`config.mk`:
```
export PLATFORM = sky130hd
export DESIGN_NAME = status_frame_deframer_core
export DESIGN_NICKNAME = d
export VERILOG_FILES = /design/src/rtl/sfd_pkg.sv /design/src/rtl/sfd_frame_decoder.sv /design/src/rtl/status_frame_deframer_core.sv
export SDC_FILE = /design/constraint.sdc
export NUM_CORES = 1
export LEC_CHECK = 0
export ABC_AREA = 1
export BUFFER_PORTS_ARGS = -buffer_cell sky130_fd_sc_hd__buf_2
export CAP_MARGIN = 20
export CORE_MARGIN = 5
export CORE_UTILIZATION = 63
export DETAILED_ROUTE_END_ITERATION = 16
export PLACE_DENSITY = 0.86
export SYNTH_ARGS = -nofsm -noshare
export SYNTH_HDL_FRONTEND = slang
export SYNTH_SLANG_ARGS = --single-unit
```
`constraint.sdc`:
```
create_clock -name clk -period 6.7 [get_ports clk]
set_input_delay 1.34 -clock clk [delete_from_list [all_inputs] [get_ports clk]]
set_output_delay 1.34 -clock clk [all_outputs]
set_load 0.005 [all_outputs]
```
`src/rtl/sfd_pkg.sv`:
```
// ----------------------------------------------------------------------------
// sfd_pkg: shared types and constants for the status frame deframer
// Frame layout constants, result codes, the result record and the key chain.
// ----------------------------------------------------------------------------
package sfd_pkg;

	localparam int unsigned FRAME_BYTES = 12;
	localparam int unsigned POS_W       = 4;
	localparam int unsigned NUM_FIELDS  = 9;

	localparam logic [POS_W-1:0] LAST_POS  = 4'd11;
	localparam logic [7:0]       HEADER_ID = 8'h2B;

	// key chain constants
	localparam logic [7:0] KEY_ADD0 = 8'h2C;
	localparam logic [7:0] KEY_XOR0 = 8'h6F;
	localparam logic [7:0] KEY_ADD1 = 8'hDF;
	localparam logic [7:0] KEY_XOR1 = 8'h7A;
	localparam logic [7:0] KEY_XOR2 = 8'h2B;
	localparam logic [7:0] KEY_ADD2 = 8'h0D;
	localparam logic [7:0] KEY_XOR3 = 8'hC2;

	typedef enum logic [1:0] {
		RES_OK           = 2'd0,
		RES_BAD_DEVICE   = 2'd1,
		RES_BAD_CHECKSUM = 2'd2
	} result_code_t;

	typedef struct packed {
		result_code_t code;
		logic [3:0]   state_nibble;
		logic [7:0]   status_two;
		logic [7:0]   status_three;
		logic [7:0]   status_four;
		logic [7:0]   current_raw;
		logic [7:0]   status_six;
		logic [7:0]   status_seven;
		logic [7:0]   status_eight;
		logic [7:0]   status_nine;
	} result_t;

	// 7-bit key from the 12-bit sequence number
	function automatic logic [6:0] derive_key(input logic [7:0] lo, input logic [3:0] hi_nib);
		logic [7:0] k;
		k = lo + KEY_ADD0;
		k = k ^ KEY_XOR0;
		k = k + KEY_ADD1;
		k = k ^ KEY_XOR1;
		k = k + {4'd0, hi_nib};
		k = k ^ KEY_XOR2;
		k = k + KEY_ADD2;
		k = k ^ KEY_XOR3;
		return k[6:0];
	endfunction

endpackage

```
`src/rtl/sfd_frame_decoder.sv`:
```
// ----------------------------------------------------------------------------
// sfd_frame_decoder: per-byte frame state and field decode
// Tracks position, checksum, key and decoded fields; flags the closing byte
// and presents the result for it combinationally.
// ----------------------------------------------------------------------------
module sfd_frame_decoder
	import sfd_pkg::*;
(
	input  logic       clk,
	input  logic       arst_n,
	input  logic       beat_en,
	input  logic [7:0] rx_byte,
	input  logic       frame_start,
	output logic       last_beat,
	output result_t    result
);

	logic [POS_W-1:0] pos_q;
	logic [7:0]       xor_q;
	logic [7:0]       seq_low_q;
	logic [6:0]       key_q;
	logic             header_good_q;
	logic [7:0]       field_q [NUM_FIELDS];

	logic [POS_W-1:0] pos;
	logic [7:0]       sub_byte;
	logic             ok;
	result_code_t     code;

	// start flag restarts the count; out-of-range position folds to byte 0
	always_comb begin
		pos = frame_start ? '0 : pos_q;
		if (pos > LAST_POS) begin
			pos = '0;
		end
	end

	assign last_beat = (pos == LAST_POS);
	assign sub_byte  = rx_byte - {1'b0, key_q};

	always_comb begin
		priority if (!header_good_q) begin
			code = RES_BAD_DEVICE;
		end else if (xor_q != rx_byte) begin
			code = RES_BAD_CHECKSUM;
		end else begin
			code = RES_OK;
		end
	end

	assign ok = (code == RES_OK);

	always_comb begin
		result.code         = code;
		result.state_nibble = ok ? field_q[0][3:0] : 4'd0;
		result.status_two   = ok ? field_q[1] : 8'd0;
		result.status_three = ok ? field_q[2] : 8'd0;
		result.status_four  = ok ? field_q[3] : 8'd0;
		result.current_raw  = ok ? field_q[4] : 8'd0;
		result.status_six   = ok ? field_q[5] : 8'd0;
		result.status_seven = ok ? field_q[6] : 8'd0;
		result.status_eight = ok ? field_q[7] : 8'd0;
		result.status_nine  = ok ? field_q[8] : 8'd0;
	end

	always_ff @(posedge clk or negedge arst_n) begin
		if (!arst_n) begin
			pos_q         <= '0;
			xor_q         <= '0;
			seq_low_q     <= '0;
			key_q         <= '0;
			header_good_q <= 1'b0;
		end else if (beat_en) begin
			pos_q <= last_beat ? '0 : pos + 1'b1;
			if (pos == '0) begin
				xor_q         <= rx_byte;
				header_good_q <= (rx_byte == HEADER_ID);
			end else if (!last_beat) begin
				xor_q <= xor_q ^ rx_byte;
			end
			if (pos == 4'd1) begin
				seq_low_q <= rx_byte;
			end
			if (pos == 4'd2) begin
				key_q <= derive_key(seq_low_q, rx_byte[7:4]);
			end
		end
	end

	// field store: no reset, every entry is written before the closing byte
	always_ff @(posedge clk) begin
		if (beat_en) begin
			unique case (pos)
				4'd2:    field_q[0] <= {4'd0, rx_byte[3:0]};
				4'd3:    field_q[1] <= sub_byte;
				4'd4:    field_q[2] <= sub_byte;
				4'd5:    field_q[3] <= sub_byte;
				4'd6:    field_q[4] <= rx_byte;
				4'd7:    field_q[5] <= sub_byte;
				4'd8:    field_q[6] <= sub_byte;
				4'd9:    field_q[7] <= sub_byte;
				4'd10:   field_q[8] <= sub_byte;
				default: ;
			endcase
		end
	end

endmodule

```
`src/rtl/status_frame_deframer_core.sv`:
```
// Result path: byte 11 of a frame, once it leaves the input register, is
//   loaded into the result register, which drives its result beat on out_valid.
// Throughput: one input beat per cycle; the input stalls only when byte 11
//   sits in the input register while an earlier result is still stalled.
// Reset (arst_n low): position, checksum, key, header flag and both valid
//   flags clear at once; the decoded field store is not reset.
// ----------------------------------------------------------------------------
// status_frame_deframer_core: 12-byte status frame receiver
// Input register -> byte decoder -> result register, one byte per cycle unless the input stalls.
// ----------------------------------------------------------------------------
module status_frame_deframer_core
	import sfd_pkg::*;
(
	input  logic       clk,
	input  logic       arst_n,
	// input beats
	input  logic       in_valid,
	output logic       in_stall,
	input  logic [7:0] rx_byte,
	input  logic       frame_start,
	// result beats
	output logic       out_valid,
	input  logic       out_stall,
	output logic [1:0] result_code,
	output logic [3:0] state_nibble,
	output logic [7:0] status_two,
	output logic [7:0] status_three,
	output logic [7:0] status_four,
	output logic [7:0] current_raw,
	output logic [7:0] status_six,
	output logic [7:0] status_seven,
	output logic [7:0] status_eight,
	output logic [7:0] status_nine
);

	// input register
	logic       valid_s1;
	logic [7:0] byte_s1;
	logic       start_s1;

	// decoder interface
	logic    last_beat;
	logic    advance;
	result_t dec_result;

	// result register
	logic    out_valid_q;
	result_t result_q;

	// A byte leaves the input register unless it closes a frame and the
	// result register is still holding an untaken beat.
	assign advance  = valid_s1 && !(last_beat && out_valid_q && out_stall);
	assign in_stall = valid_s1 && !advance;

	always_ff @(posedge clk or negedge arst_n) begin
		if (!arst_n) begin
			valid_s1 <= 1'b0;
		end else if (!in_stall) begin
			valid_s1 <= in_valid;
		end
	end

	always_ff @(posedge clk) begin
		if (in_valid && !in_stall) begin
			byte_s1  <= rx_byte;
			start_s1 <= frame_start;
		end
	end

	sfd_frame_decoder u_decoder (
		.clk         (clk),
		.arst_n      (arst_n),
		.beat_en     (advance),
		.rx_byte     (byte_s1),
		.frame_start (start_s1),
		.last_beat   (last_beat),
		.result      (dec_result)
	);

	// result register: reload is allowed in the cycle the old beat is taken
	always_ff @(posedge clk or negedge arst_n) begin
		if (!arst_n) begin
			out_valid_q <= 1'b0;
		end else if (advance && last_beat) begin
			out_valid_q <= 1'b1;
		end else if (!out_stall) begin
			out_valid_q <= 1'b0;
		end
	end

	always_ff @(posedge clk) begin
		if (advance && last_beat) begin
			result_q <= dec_result;
		end
	end

	assign out_valid    = out_valid_q;
	assign result_code  = result_q.code;
	assign state_nibble = result_q.state_nibble;
	assign status_two   = result_q.status_two;
	assign status_three = result_q.status_three;
	assign status_four  = result_q.status_four;
	assign current_raw  = result_q.current_raw;
	assign status_six   = result_q.status_six;
	assign status_seven = result_q.status_seven;
	assign status_eight = result_q.status_eight;
	assign status_nine  = result_q.status_nine;

	// failed frames carry all-zero fields
	a_fail_zero: assert property (@(posedge clk) disable iff (!arst_n)
		out_valid && result_q.code != RES_OK |->
			result_q.state_nibble == 4'd0 && result_q.status_two == 8'd0 &&
			result_q.current_raw == 8'd0 && result_q.status_nine == 8'd0)
		else $error("failed frame result has nonzero fields");

	// input only stalls behind a blocked result
	a_stall_cause: assert property (@(posedge clk) disable iff (!arst_n)
		in_stall |-> valid_s1 && last_beat && out_valid_q && out_stall)
		else $error("input stalled without a blocked result");

	// a new result beat always comes from a closing byte in the input register
	a_result_src: assert property (@(posedge clk) disable iff (!arst_n)
		$rose(out_valid) |-> $past(valid_s1 && last_beat))
		else $error("result beat without a closing byte");

endmodule
```
==> metrics <==
Tot GR Track Use 0.2191; Synth Area per Inst ~12 um2; Tightest Hold Check Type reg2reg; maximum VDD drop 227.0 uV; CTS Root Cell clkbuf_16; Port Buf Inserts 84; CP Data Required Time between 5 and 6 ns; critical path class reg2out; CTS tree yes; Vias per Instance 5.352; DRT Pass-1 Iters 7; f_max between 200 and 300 MHz; Final HPWL DP ~10,000 um; clk buf depth 2; # clock sinks approximately 180; Detailed Route WL 14,650 um; drt initial violations slightly below 500; RSZ-0062 raised after global routing false; Site Rows 39; hold path depth 2; reg2reg path depth 12; Period Utilization, post-route 0.5578; Die Width about 120 um; crit end category output pin; die height 118.9 um; Leak about 3.5 nW; top cell family by delay on the critical path simple AND/OR/NAND/NOR gates; Initial Util 0.6485; Seq/Total Area, Yosys 0.6882; worst-margin pin slew roughly 0.9 ns; largest net degree at the start of global routing 71; synthesized flop and latch total between 150 and 200; hold slack slightly below 0.5 ns; final antenna-violating net count 0; critical path startpoint start_s1$_DFFE_PP_; setup TNS 0 ns; gr ovfl total 0; outcome finished, final reports clean; post-layout min period between 3 and 4 ns; HP Start u_decoder.key_q[5]$_DFFE_PN0P_; Setup-failing EPs final 0; antenna violations before repair 0; routed vias roughly 4.7k; Ports 85; synthesized cell area 7468 um2; Hold-fix buffers, CTS 0; number of global-route vias before repair roughly 4.7k; Fill cells around 720; antenna cells 0; slowest stage delay, CP about 0.4 ns; P per Cell Area ~380 nW/um2; layout cell share with drive strength beyond 1 0.1907; slowest CP cell edfxtp_1; Final nets 760; Setup Fix Bufs, Post-CTS 0; post-CTS sizing 0; Reg2Reg Launch Point start_s1$_DFFE_PP_; Max Transition Viols Final 0; htree depth 4; gpl congestion around 0.84; Crit path depth 9; Unique masters post-synth 28; P&R area growth vs syn 16.03%; Ys Warns 0; Clock Pin Slew Worst Setup and Hold Paths 0.07 ns; drt wl/cell between 15 and 20 um; total die area between 10,000 and 15,000 um2; CP arrival 2.40 ns; WP buf/inv 2; Max-Cap Viols 0; Fin. Hold Viols 0; clk_lat worst skew 0.43 ns; worst-path maximum fanout 4; worst-case clock skew ~0.008 ns; DR DRC count 0; gate count of the mapped netlist approximately 630; crit start category flop; global-route wire length before repair between 20,000 and 25,000 um; Core ar. approximately 12,000 um2; CTS buffer count 17; Slew Limit Headroom 0.3978; post-synth net total roughly 670; CP Cell Sequence nor2_1 -> ha_1 -> nor3_1 -> ha_1 -> nand2_1 -> nor2_1 -> nand2_1 -> inv_1 -> buf_2
-- cell usage after synthesis --
| master | instances | share of area |
|---|---|---|
| edfxtp_1 | 147 | 0.59 |
| inv_1 | 126 | 0.063 |
| nand2_1 | 91 | 0.046 |
| nor2_1 | 79 | 0.040 |
| dfrtp_1 | 29 | 0.097 |
| ha_1 | 24 | 0.040 |
| nand3_1 | 19 | 0.013 |
| o21ai_0 | 19 | 0.013 |
| xor2_1 | 16 | 0.019 |
| nor2_4 | 11 | 0.017 |
| a21oi_1 | 10 | 0.0067 |
| nor2_2 | 10 | 0.0084 |
| o211ai_1 | 8 | 0.0080 |
| o21a_1 | 8 | 0.0080 |
| buf_2 | 6 | 0.0040 |
| nand4_1 | 4 | 0.0034 |
| xnor2_1 | 4 | 0.0047 |
| buf_6 | 3 | 0.0045 |
| clkbuf_1 | 3 | 0.0015 |
| fa_1 | 2 | 0.0054 |
| nor4_1 | 2 | 0.0017 |
| and2_1 | 1 | 0.00084 |
| nand2_2 | 1 | 0.00084 |
| nor3_1 | 1 | 0.00067 |
| o21ai_1 | 1 | 0.00067 |
| o22ai_1 | 1 | 0.00084 |
| o31ai_1 | 1 | 0.0010 |
| or2_1 | 1 | 0.00084 |
-- report_power, final --
part / switching [W] / internal, W / leakage [nW]
Sequential: 0.0000567 / 0.00136 / 1.54
Combinational: 0.000514 / 0.000245 / 1.68
Clock: 0.000421 / 0.000669 / 0.314
Total: 0.000992 / 0.00227 / 3.53
-- worst paths after layout --
kind / slack, ns / endpoint
worst max-delay path: 2.96 / in_stall
worst min-delay path: 0.50 / u_decoder.key_q[5]$_DFFE_PN0P_
worst max register to register: 3.09 / status_seven[3]$_SDFFCE_PP0P_
worst min register to register: 0.50 / u_decoder.key_q[5]$_DFFE_PN0P_
max in group asynchronous: 5.33 / u_decoder.key_q[2]$_DFFE_PN0P_
min in group asynchronous: 0.94 / u_decoder.xor_q[5]$_DFFE_PN0P_
-- stage by stage --
stage / total power, W / utilization / cells / area, um2 / worst slack [ns]
final: 0.003263 / 0.7525 / 877 / 8666 / 2.963
after global routing: 0.003450 / 0.7525 / 877 / 8666 / 2.788
after CTS: 0.003275 / 0.7525 / 877 / 8666 / 2.973
after detailed placement: 0.002182 / 0.6954 / 845 / 8008 / 3.157
after global placement: 0.002133 / 0.6954 / 845 / 8008 / 3.251
after floorplan: 0.001967 / - / 628 / 7468 / 2.905
-- layer usage --
metal / vias up / track usage / routed length [um] / part of all wire
met2: 215 / 0.3730 / 7428 / 0.51
met5: - / 0 / 0 / 0
li1: 2219 / - / - / -
met4: 0 / 0.1021 / 493 / 0.034
met3: 37 / 0.06019 / 1048 / 0.072
met1: 2223 / 0.2608 / 5675 / 0.39
-- layout by cell type (no fill, tap or decap), drive strengths merged --
cell      netlist  routed
nand2          92      92
ha             24      24
dfrtp          29      29
a21oi          10      10
edfxtp        147     147
o31ai           1       1
nor2          100     100
clkinvlp        0       2
clkbuf          3      18
bufinv          0       5
nor4            2       2
xor2           16      16
o21ai          20      20
nor3            1       1
o21a            8       8
xnor2           4       4
buf             9      86
inv           126     130
nand3          19      19
clkinv          0       3
fa              2       2
o22ai           1       1
or2             1       1
o211ai          8       8
and2            1       1
nand4           4       4
-- area by class of cell --
class,instances,area [um2],share of cell area
timing repair buffer,86,435.4,0.05025
multi-input combinational,314,1780,0.2055
sequential,176,5140,0.5931
inverter,126,473.0,0.05458
clock inverter,14,229.0,0.02642
clock buffer,18,429.2,0.04952
tap,143,178.9,0.02065
-- kinds of logic after synthesis --
logic type	Yosys count	synth area share
simple gates	220	0.1313
flops	176	0.6882
buf+inv	138	0.07338
compound gates	48	0.03803
fa+ha+maj	26	0.04557
xor+xnor	20	0.02345
-- flip-flops by register name (all words and copies together), names as in the netlist --
register	count
status_nine	8
status_two	8
status_eight	8
state_nibble	4
u_decoder.field_q	68
status_six	8
status_three	8
valid_s1	1
start_s1	1
byte_s1	8
u_decoder.xor_q	8
status_four	8
result_code	2
u_decoder.seq_low_q	7
out_valid	1
status_seven	8
u_decoder.header_good_q	1
u_decoder.key_q	7
current_raw	8
u_decoder.pos_q	4
-- worst min-delay path, cell delays in order, from the launching register on --
cell and delay [ns]:
dfrtp_1 0.35, nand2_1 0.06, nand2_1 0.06
Note: power is estimated with default switching activity, not from simulation.
